`src/rtl/cdw_pkg.sv`:
```
// shared types and constants for the checkpoint deadline watchdog
package cdw_pkg;

  localparam int unsigned OpW       = 2;
  localparam int unsigned ChanW     = 4;
  localparam int unsigned IntervalW = 31;
  localparam int unsigned TimeW     = 32;
  localparam int unsigned DefChannels = 16;

  typedef enum logic [OpW-1:0] {
    OpRegister = 2'd0,
    OpReached  = 2'd1,
    OpCheck    = 2'd2
  } cdw_op_e;

  typedef enum logic {
    StIdle,
    StScan
  } cdw_state_e;

  // write strobes from the controller into the channel store
  typedef struct packed {
    logic reg_en;
    logic stamp_en;
  } cdw_wr_t;

endpackage

```
`src/rtl/cdw_chan_store.sv`:
```
// channel store: timeout and stamp memories plus per-channel valid bits
module cdw_chan_store
  import cdw_pkg::*;
#(
  parameter int unsigned CHANNELS = DefChannels,
  parameter int unsigned IdxW     = (CHANNELS > 1) ? $clog2(CHANNELS) : 1
) (
  input  logic             clk_i,
  input  logic             rst_ni,
  input  cdw_wr_t          wr_i,
  input  logic [IdxW-1:0]  wr_addr_i,
  input  logic [TimeW-1:0] timeout_wd_i,
  input  logic [TimeW-1:0] stamp_wd_i,
  input  logic [IdxW-1:0]  rd_addr_i,
  input  logic [IdxW-1:0]  scan_addr_i,
  output logic [TimeW-1:0] timeout_rd_o,
  output logic [TimeW-1:0] stamp_rd_o,
  output logic             vld_wr_o,
  output logic             vld_scan_o
);

  logic [TimeW-1:0]    timeout_mem [CHANNELS];
  logic [TimeW-1:0]    stamp_mem   [CHANNELS];
  logic [CHANNELS-1:0] valid_q;

  always_ff @(posedge clk_i) begin
    if (wr_i.reg_en) begin
      timeout_mem[wr_addr_i] <= timeout_wd_i;
    end
    if (wr_i.reg_en || wr_i.stamp_en) begin
      stamp_mem[wr_addr_i] <= stamp_wd_i;
    end
    timeout_rd_o <= timeout_mem[rd_addr_i];
    stamp_rd_o   <= stamp_mem[rd_addr_i];
  end

  always_ff @(posedge clk_i or negedge rst_ni) begin
    if (!rst_ni) begin
      valid_q <= '0;
    end else if (wr_i.reg_en) begin
      valid_q[wr_addr_i] <= 1'b1;
    end
  end

  assign vld_wr_o   = valid_q[wr_addr_i];
  assign vld_scan_o = valid_q[scan_addr_i];

endmodule

```
`src/rtl/cdw_ctrl.sv`:
```
// command decode, channel scan sequencer and result register
module cdw_ctrl
  import cdw_pkg::*;
#(
  parameter int unsigned CHANNELS = DefChannels,
  parameter int unsigned IdxW     = (CHANNELS > 1) ? $clog2(CHANNELS) : 1
) (
  input  logic                 clk_i,
  input  logic                 rst_ni,
  input  logic                 start_i,
  output logic                 busy_o,
  input  logic [OpW-1:0]       opcode_i,
  input  logic [ChanW-1:0]     channel_i,
  input  logic [IntervalW-1:0] interval_ms_i,
  input  logic [TimeW-1:0]     now_i,
  output logic                 done_o,
  output logic                 deadlock_o,
  output logic [ChanW-1:0]     expired_channel_o,
  output cdw_wr_t              wr_o,
  output logic [IdxW-1:0]      wr_addr_o,
  output logic [TimeW-1:0]     timeout_wd_o,
  output logic [TimeW-1:0]     stamp_wd_o,
  output logic [IdxW-1:0]      rd_addr_o,
  output logic [IdxW-1:0]      scan_addr_o,
  input  logic [TimeW-1:0]     timeout_rd_i,
  input  logic [TimeW-1:0]     stamp_rd_i,
  input  logic                 vld_wr_i,
  input  logic                 vld_scan_i
);

  localparam logic [IdxW-1:0] LastIdx = IdxW'(CHANNELS - 1);

  cdw_state_e       state_q, state_d;
  logic [IdxW-1:0]  scan_q, scan_d;
  logic [TimeW-1:0] now_q, now_d;
  logic             done_q, done_d;
  logic             deadlock_q, deadlock_d;
  logic [ChanW-1:0] expired_q, expired_d;

  logic             accept;
  logic             in_range;
  logic             hit;
  logic             last;
  logic [TimeW-1:0] age;

  assign accept   = start_i && (state_q == StIdle);
  assign in_range = 32'(channel_i) < CHANNELS;
  assign age      = now_q - stamp_rd_i;
  assign hit      = vld_scan_i && (stamp_rd_i != '0) && (age > timeout_rd_i);
  assign last     = scan_q == LastIdx;

  always_comb begin
    state_d = state_q;
    unique case (state_q)
      StIdle: begin
        if (accept && (opcode_i == OpCheck)) begin
          state_d = StScan;
        end
      end
      StScan: begin
        if (hit || last) begin
          state_d = StIdle;
        end
      end
      default: state_d = StIdle;
    endcase
  end

  always_comb begin
    wr_o         = '0;
    wr_addr_o    = IdxW'(channel_i);
    timeout_wd_o = {interval_ms_i, 1'b0};
    stamp_wd_o   = '0;
    scan_d       = scan_q;
    now_d        = now_q;
    done_d       = 1'b0;
    deadlock_d   = deadlock_q;
    expired_d    = expired_q;
    // channel 0 is prefetched while idle so the scan starts with data ready
    rd_addr_o    = '0;
    unique case (state_q)
      StIdle: begin
        if (accept) begin
          done_d     = 1'b1;
          deadlock_d = 1'b0;
          expired_d  = '0;
          case (opcode_i)
            OpRegister: begin
              wr_o.reg_en = in_range;
            end
            OpReached: begin
              wr_o.stamp_en = in_range && vld_wr_i;
              stamp_wd_o    = now_i;
            end
            OpCheck: begin
              done_d = 1'b0;
              scan_d = '0;
              now_d  = now_i;
            end
            default: ;
          endcase
        end
      end
      StScan: begin
        rd_addr_o = scan_q + 1'b1;
        scan_d    = scan_q + 1'b1;
        if (hit || last) begin
          done_d     = 1'b1;
          deadlock_d = hit;
          expired_d  = hit ? ChanW'(scan_q) : '0;
        end
      end
      default: ;
    endcase
  end

  always_ff @(posedge clk_i or negedge rst_ni) begin
    if (!rst_ni) begin
      state_q <= StIdle;
      done_q  <= 1'b0;
    end else begin
      state_q <= state_d;
      done_q  <= done_d;
    end
  end

  always_ff @(posedge clk_i) begin
    scan_q     <= scan_d;
    now_q      <= now_d;
    deadlock_q <= deadlock_d;
    expired_q  <= expired_d;
  end

  assign busy_o            = state_q != StIdle;
  assign scan_addr_o       = scan_q;
  assign done_o            = done_q;
  assign deadlock_o        = deadlock_q;
  assign expired_channel_o = expired_q;

endmodule

```
`src/rtl/checkpoint_deadline_watchdog_core.sv`:
```
// top level of the checkpoint deadline watchdog
// A command is taken when start_i is high and busy_o is low; its result is
// shown for one cycle on done_o, which the receiver cannot stall. Register
// and reached commands do not raise busy_o: the result appears in the cycle
// after the command and a new command may be given in that same cycle.
// A status check walks the channel memories one channel per cycle and
// holds busy_o until an expired channel is found or the last channel is
// checked, and its result is shown in the same cycle that busy_o falls.
// There is no clearing pass after reset; the valid bits clear at once.
module checkpoint_deadline_watchdog_core
  import cdw_pkg::*;
#(
  parameter int unsigned CHANNELS = DefChannels
) (
  input  logic                 clk_i,
  input  logic                 rst_ni,
  input  logic                 start_i,
  output logic                 busy_o,
  input  logic [OpW-1:0]       opcode_i,
  input  logic [ChanW-1:0]     channel_i,
  input  logic [IntervalW-1:0] interval_ms_i,
  input  logic [TimeW-1:0]     now_i,
  output logic                 done_o,
  output logic                 deadlock_o,
  output logic [ChanW-1:0]     expired_channel_o
);

  localparam int unsigned IdxW = (CHANNELS > 1) ? $clog2(CHANNELS) : 1;

  cdw_wr_t          wr;
  logic [IdxW-1:0]  wr_addr;
  logic [IdxW-1:0]  rd_addr;
  logic [IdxW-1:0]  scan_addr;
  logic [TimeW-1:0] timeout_wd;
  logic [TimeW-1:0] stamp_wd;
  logic [TimeW-1:0] timeout_rd;
  logic [TimeW-1:0] stamp_rd;
  logic             vld_wr;
  logic             vld_scan;

  cdw_ctrl #(
    .CHANNELS(CHANNELS),
    .IdxW    (IdxW)
  ) u_ctrl (
    .clk_i            (clk_i),
    .rst_ni           (rst_ni),
    .start_i          (start_i),
    .busy_o           (busy_o),
    .opcode_i         (opcode_i),
    .channel_i        (channel_i),
    .interval_ms_i    (interval_ms_i),
    .now_i            (now_i),
    .done_o           (done_o),
    .deadlock_o       (deadlock_o),
    .expired_channel_o(expired_channel_o),
    .wr_o             (wr),
    .wr_addr_o        (wr_addr),
    .timeout_wd_o     (timeout_wd),
    .stamp_wd_o       (stamp_wd),
    .rd_addr_o        (rd_addr),
    .scan_addr_o      (scan_addr),
    .timeout_rd_i     (timeout_rd),
    .stamp_rd_i       (stamp_rd),
    .vld_wr_i         (vld_wr),
    .vld_scan_i       (vld_scan)
  );

  cdw_chan_store #(
    .CHANNELS(CHANNELS),
    .IdxW    (IdxW)
  ) u_store (
    .clk_i       (clk_i),
    .rst_ni      (rst_ni),
    .wr_i        (wr),
    .wr_addr_i   (wr_addr),
    .timeout_wd_i(timeout_wd),
    .stamp_wd_i  (stamp_wd),
    .rd_addr_i   (rd_addr),
    .scan_addr_i (scan_addr),
    .timeout_rd_o(timeout_rd),
    .stamp_rd_o  (stamp_rd),
    .vld_wr_o    (vld_wr),
    .vld_scan_o  (vld_scan)
  );

endmodule

```
`config.mk`:
```
export PLATFORM = sky130hd
export DESIGN_NAME = checkpoint_deadline_watchdog_core
export DESIGN_NICKNAME = d
export VERILOG_FILES = /design/src/rtl/cdw_pkg.sv /design/src/rtl/cdw_chan_store.sv /design/src/rtl/cdw_ctrl.sv /design/src/rtl/checkpoint_deadline_watchdog_core.sv
export SDC_FILE = /design/constraint.sdc
export NUM_CORES = 2
export LEC_CHECK = 0
export ABC_CLOCK_PERIOD_IN_PS = 4300
export BUFFER_PORTS_ARGS = -buffer_cell sky130_fd_sc_hd__buf_4
export CELL_PAD_IN_SITES_DETAIL_PLACEMENT = 0
export CELL_PAD_IN_SITES_GLOBAL_PLACEMENT = 1
export CORE_MARGIN = 8
export CORE_UTILIZATION = 49
export CTS_CLUSTER_DIAMETER = 40
export DETAILED_ROUTE_END_ITERATION = 6
export PLACE_DENSITY = 0.72
export SYNTH_ARGS = -nofsm -noshare
export SYNTH_HDL_FRONTEND = slang
export SYNTH_SLANG_ARGS = --single-unit
export TNS_END_PERCENT = 5
```
`constraint.sdc`:
```
create_clock -name clk_i -period 4.3 [get_ports clk_i]
set_input_delay 0.43 -clock clk_i [delete_from_list [all_inputs] [get_ports clk_i]]
set_output_delay 0.43 -clock clk_i [all_outputs]
set_load 0.02 [all_outputs]
```
Word-level counts from Yosys, hierarchy flattened

Memory sizes are Yosys's and may differ from the RTL's. A register that Yosys moved wholly into a read port is not among the register bits.
Index checks and enable logic that the tools add are counted.

Word-level logic and storage cells: 71
Flip-flop bits (word level): 91
Output and inout port bits: 7
Memories: 2
RAM bits: 1008

Memories:

| name                | words | bits a word | read ports | clocked after Yosys merged registers in | write ports | line                 | source |
|---|---|---|---|---|---|---|---|
| u_store.stamp_mem   | 16    | 32          | 1          | 1                                       | 1           | cdw_chan_store.sv:23 | `logic [TimeW-1:0] stamp_mem [CHANNELS];` |
| u_store.timeout_mem | 16    | 31          | 1          | 1                                       | 1           | cdw_chan_store.sv:22 | `logic [TimeW-1:0] timeout_mem [CHANNELS];` |

Add/sub/neg operators: 2
Equality and inequality tests: 6
$lt $le $gt $ge: 4
Bitwise operators: 2
Reductions and logical operators: 12
Mux-type cells: 35

Operators with widths:

| cell                                                                  | number |
|---|---|
| 32-bit two-way mux                                                    | 3 |
| 32-bit > comparator                                                   | 1 |
| 32-bit nonzero test                                                   | 1 |
| 32-bit subtractor                                                     | 1 |
| 4-bit two-way mux                                                     | 6 |
| 1-bit two-way mux                                                     | 16 |
| 16-bit bitwise OR                                                     | 1 |
| 4-bit one-hot mux with 2 select lines                                 | 2 |
| 4-bit by 5-bit < comparator with 1-bit output, second input constant  | 2 |
| 1-bit binary-select mux with 4-bit select                             | 2 |
| 1-bit one-hot mux with 2 select lines                                 | 3 |
| 1-bit logical AND                                                     | 5 |
| 4-bit by 1-bit adder with 4-bit output, second input constant         | 1 |
| 1-bit demux with 4-bit select                                         | 1 |
| 4-bit equality test, second input constant                            | 1 |
| 4-bit by 1-bit >= comparator with 1-bit output, second input constant | 1 |
| 2-bit two-way mux                                                     | 2 |
| 2-bit != test, second input constant                                  | 2 |
| 2-bit AND reduction                                                   | 2 |
| 3-bit AND reduction                                                   | 1 |
| 2-bit by 1-bit equality test with 1-bit output, second input constant | 1 |
| 2-bit equality test, second input constant                            | 1 |
| 2-bit logical NOT                                                     | 1 |
| 1-bit logical OR                                                      | 2 |
| 2 further kinds                                                       | 2 |

Longest topological paths before layout

Depth in word-level cells: 8
Gate-level depth with buffers: 20
Mapped depth without buffers: 20

Hierarchy

A second synthesis with hierarchy kept.

Cells, all modules: 2273
Area total of the unflattened synthesis: 45188.3 sq um

Modules (own cells, without submodules):

| module         | times used | cells each | sequential area each (sq um) | area each (sq um) |
|---|---|---|---|---|
| cdw_chan_store | 1          | 1726       | 32431.1                      | 40458.8 |
| cdw_ctrl       | 1          | 547        | 1281.2                       | 4729.5 |

Worst setup path after synthesis

OpenSTA, ideal clock, no wires.

Path type: in2reg
Start point: in channel_i[1]
End point: mem u_store.stamp_mem[4][0], enable pin
Path slack: 0.036 ns
Buffers on the path: 1
Stages on the path: 6
Library setup time: 0.461 ns
Arrival: 3.803 ns
Path through: buf_2 -> mux4_2 -> mux4_2 -> nor2b_1 -> or4_1 -> nor3_1

Cells in the longest elaborated chain, start to end: 8

RTL lines:

| element                                   | line                                    | source |
|---|---|---|
| start, declared                           | checkpoint_deadline_watchdog_core.sv:20 | `input logic [ChanW-1:0] channel_i,` |
| 1-bit binary-select mux with 4-bit select | cdw_chan_store.sv:45                    | `assign vld_wr_o = valid_q[wr_addr_i];` |
| 1-bit two-way mux (not written as such)   | cdw_chan_store.sv:45                    |  |
| 1-bit two-way mux                         | cdw_ctrl.sv:87                          | `case (opcode_i)` |
| 2-bit two-way mux                         | cdw_ctrl.sv:83                          | `if (accept) begin` |
| 2-bit two-way mux                         | cdw_ctrl.sv:81                          | `unique case (state_q)` |
| 1-bit logical OR                          | cdw_chan_store.sv:30                    | `if (wr_i.reg_en \|\| wr_i.stamp_en) begin` |
| 1-bit two-way mux                         | cdw_chan_store.sv:30                    |  |
| 1-bit two-way mux (not written as such)   | cdw_chan_store.sv:31                    | `stamp_mem[wr_addr_i] <= stamp_wd_i;` |
| end, declared                             | cdw_chan_store.sv:23                    |  |

Parallel ways exist; a longest one is shown, timed or not. The select of a mux whose other input is x is not followed.

Worst setup path in the final report

Start point: reg u_ctrl.now_q[0]
End point: reg u_ctrl.expired_q[2] (netlist: u_ctrl.expired_channel_o[2]), data pin

Cells in the longest elaborated chain, start to end: 6

RTL lines:

| element                               | line            | source |
|---|---|---|
| start, declared                       | cdw_ctrl.sv:35  | `logic [TimeW-1:0] now_q, now_d;` |
| start signal, assigned                | cdw_ctrl.sv:129 | `now_q <= now_d;` |
| 32-bit subtractor                     | cdw_ctrl.sv:48  | `assign age = now_q - stamp_rd_i;` |
| 32-bit > comparator                   | cdw_ctrl.sv:49  | `assign hit = vld_scan_i && (stamp_rd_i != '0) && (age > timeout_rd_i);` |
| 1-bit logical AND                     | cdw_ctrl.sv:49  |  |
| 4-bit two-way mux                     | cdw_ctrl.sv:110 | `expired_d = hit ? ChanW'(scan_q) : '0;` |
| 4-bit two-way mux                     | cdw_ctrl.sv:107 | `if (hit \|\| last) begin` |
| 4-bit one-hot mux with 2 select lines | cdw_ctrl.sv:81  |  |
| end signal, assigned                  | cdw_ctrl.sv:131 | `expired_q <= expired_d;` |
| end, declared                         | cdw_ctrl.sv:38  | `logic [ChanW-1:0] expired_q, expired_d;` |

Every way passes these cells. The select of a mux whose other input is x is not followed.
A chain may end at the register's enable or synchronous reset.

==> impl_metrics.py <==
metrics = {
    "outcome": {
        "status": "finished clean",
    },
    "global_route": {
        "grt_pass1_vias": 26300,
        "grt_max_degree": 128,
        "grt_overflow_total": 0,
        "antenna_found_initial": 1,
        "groute.usage.overall": 0.224,
        "grt_pass1_wl_um": 173000,
    },
    "clock_network": {
        "path_clk_slew_ns": 0.06,
        "insertion_delay_ns": 0.73,
        "htreeDepth": 4,
        "clock_sinks": 1130,
        "ctsRootBufferMaster": "clkbuf_16",
        "clockBufferDepth": 3,
        "cts_tree": "yes",
        "cts_buffers": 139,
    },
    "logic_synthesis": {
        "async_flop_share": 0.0159,
        "yosysWarnings": 0,
        "synth-edff-count": 1049,
        "ys_types": 59,
        "yosysSeqAreaShare": 0.726,
        "synth_seq_cells": 1130,
        "synth_ff_type": "edfxtp_1",
        "synthesis.nets": 3013,
        "postSynthCellCount": 2877,
        "syn_area_mm2": 0.0458,
        "avgSynthCellArea_um2": 15.9,
    },
    "route": {
        "vias_per_cell": 5.88,
        "wl_met3_um": 8600,
        "wl_per_cell_um": 26.2,
        "wl_met2_um": 55500,
        "routed_wirelength_um": 117000,
        "drt-met1-wl_um": 50300,
        "drc": 0,
        "dr.first_iter.drc_count": 2536,
        "routed.top_layer": "met5",
        "vias": 26200,
        "dr.pass1.iters": 7,
        "ant_nets": 0,
    },
    "sta": {
        "min_period_ns": 4.13,
        "holdWs_ns": 0.110,
        "slew_viol_final": 0,
        "worst_slack_ns": 0.170,
        "worst_pin_slew_ns": 1.01,
        "fmax_ghz": 0.242,
        "rsz0062_at_grt": "true",
        "setup_viol": 0,
        "hold_violations": 0,
        "relSlewSlack": 0.330,
        "finalCritPeriodShare": 0.960,
        "fin_skew_ns": 0.0284,
    },
    "place": {
        "gp_congestion": 0.862,
        "pre_cts_ws_ns": -0.121,
        "dpl.hpwl_um": 63500,
        "io_buffers": 78,
        "placed_area_mm2": 0.0484,
    },
    "floorplanning": {
        "core-area_mm2": 0.0929,
        "fp.dieW_um": 322,
        "die-area_mm2": 0.103,
        "rows": 112,
        "start_util": 0.492,
        "io_pins": 79,
        "die_h_um": 322,
    },
    "setup_path": {
        "reg2reg_slack_ns": 0.17,
        "cp_num_buf_inv": 5,
        "critPathLaunchType": "flip-flop",
        "required_ns": 4.78,
        "crit_fanout": 5,
        "crit_chain": "inv_1 -> ha_2 -> inv_1 -> fa_2 -> a211oi_4 -> o21ai_2 -> a2111oi_4 -> nor2_2 -> buf_4 -> a21oi_4 -> o31ai_1 -> xor2_1 -> ha_2 -> a21o_1 -> a21o_1 -> a21oi_2 -> o211ai_1 -> a21o_1 -> o21ai_2 -> buf_6 -> inv_2 -> and2_1",
        "cpPeakStageDelay_ns": 0.41,
        "cp.arrival_ns": 4.61,
        "critPathKind": "reg -> reg",
        "r2r-start": "u_ctrl.now_q[0]",
        "slowest_stage": "a2111oi_4",
        "r2r_end": "u_ctrl.expired_channel_o[2]",
        "path_delay_family": "compound AO/OA/AOI/OAI gates",
        "end_kind": "flip-flop",
        "cp_common_cell": "a21o_1",
        "ff2ff_path_depth": 22,
    },
    "pwr": {
        "leakagePower_nw": 18.5,
        "vdd_ir_drop_max_mv": 0.711,
        "power.total_mw": 38.0,
        "power_density_mw_per_mm2": 706,
    },
    "run": {
        "cap_violations": 0,
    },
    "cells_and_area": {
        "synthToLayoutAreaGrowth_pct": 17.5,
        "nets": 3221,
        "seq_area_mm2": 0.0332,
        "final_cell_mix": "edfxtp_1 (1049), nand2_1 (279), mux2i_1 (252)",
        "design_area_mm2": 0.0538,
        "nFillCells": 6923,
        "num_antenna_cells": 0,
        "finish.utilization": 0.579,
        "multi_input_area_mm2": 0.0119,
        "final_layout_size_suffix_gt1_frac": 0.167,
        "final_common_cell": "edfxtp_1",
    },
    "hold_path": {
        "min_path_type": "in -> async",
    },
}
-- synth_stat cells, types with 8 or more instances --
master    instances  area, µm²
or2_1            10       62.6
buf_2            48        240
a211oi_1        128        961
nor3_1           79        395
inv_1            71        267
and2_1          160       1000
dfxtp_1          63       1260
xor2_1           13        114
edfxtp_1       1049      31500
mux2i_1         252       2520
a21o_1           19        143
o21ai_1           9       45.0
a21oi_1          99        495
mux4_2           72       1620
dfrtp_1          18        450
xnor2_1          18        158
nand2_1         280       1050
nor2_1           53        199
nand3_1          18       90.1
clkbuf_1        100        375
nand4_1          11       68.8
a311oi_1        126       1100
o21ai_0           9       45.0
nor4_1            8       50.1
ha_1             63        788
-- layer usage --
| layer | vias to the layer above | global-route usage |
|---|---|---|
| li1 | 11600 | - |
| met1 | 13400 | 0.319 |
| met2 | 997 | 0.360 |
| met3 | 181 | 0.0366 |
| met4 | 2 | 0.0612 |
| met5 | - | 0 |
-- worst max-delay path by stage --
stage / start / to / slack, ns / cells after the start
3_3_place_gp: u_ctrl.now_q[0] / u_ctrl.expired_channel_o[0] / -0.12 / 20
6_report: u_ctrl.now_q[0] / u_ctrl.expired_channel_o[2] / 0.17 / 22
3_5_place_dp: u_ctrl.now_q[0] / u_ctrl.expired_channel_o[0] / -0.12 / 20
2_1_floorplan: channel_i[1] / u_store.stamp_mem[4][0] / 0.04 / 6
4_1_cts: u_ctrl.now_q[0] / u_ctrl.expired_channel_o[2] / 0.007 / 21
5_1_grt: u_ctrl.now_q[0] / u_ctrl.expired_channel_o[2] / -0.04 / 21
-- flip-flops by register name, summed over array words and instances, names as in the netlist --
name / flops
u_ctrl.scan_addr_o: 4
u_ctrl.busy_o: 1
u_ctrl.now_q: 32
u_store.timeout_mem: 496
u_ctrl.expired_channel_o: 4
u_ctrl.done_o: 1
u_store.stamp_rd_o: 32
u_store.stamp_mem: 512
u_store.valid_q: 16
u_ctrl.deadlock_o: 1
u_store.timeout_rd_o: 31
-- kinds of logic (layout without fill, tap and decap cells) --
logic type | Yosys count | in the layout | share of synthesized area
flip-flops | 1130 | 1130 | 0.726
AND/OR/NAND/NOR | 653 | 653 | 0.0686
AO/OA/AOI/OAI | 436 | 436 | 0.0696
multiplexers | 324 | 324 | 0.0906
buffers and inverters | 239 | 566 | 0.0218
adder cells (fa/ha/maj) | 64 | 64 | 0.0177
XOR/XNOR | 31 | 31 | 0.00593
-- per-stage QoR --
stage,TNS (ns),std cells
after floorplan,0,2877
after global placement,-0.721,4132
after detailed placement,-0.717,4132
after CTS,0,4456
after global routing,-0.270,4458
final,0,4458
-- power by group --
part / switching (mW) / leakage, nW / internal, mW
logic: 8.35 / 6.22 / 5.22
registers: 0.330 / 9.99 / 12.5
clock network: 4.60 / 2.25 / 6.96
total: 13.3 / 18.5 / 24.7
-- repair_timing --
item | CTS | global route
pin swaps | 4 | 16
hold buffers | 64 | 0
endpoints found under the setup margin | 7 | 12
gates resized for setup | 3 | 16
setup buffers | 0 | 2
hold endpoints to repair | 546 | 0
-- area by class of cell --
cell class              instances  area share
well taps                    1254      0.0292
clock buffers                 169      0.0683
repair buffers                230      0.0400
flip-flops and latches       1130       0.618
inverters                      76     0.00561
multi-input cells            1508       0.221
clock inverters                91      0.0182
Note: power is estimated with default switching activity, not from simulation.
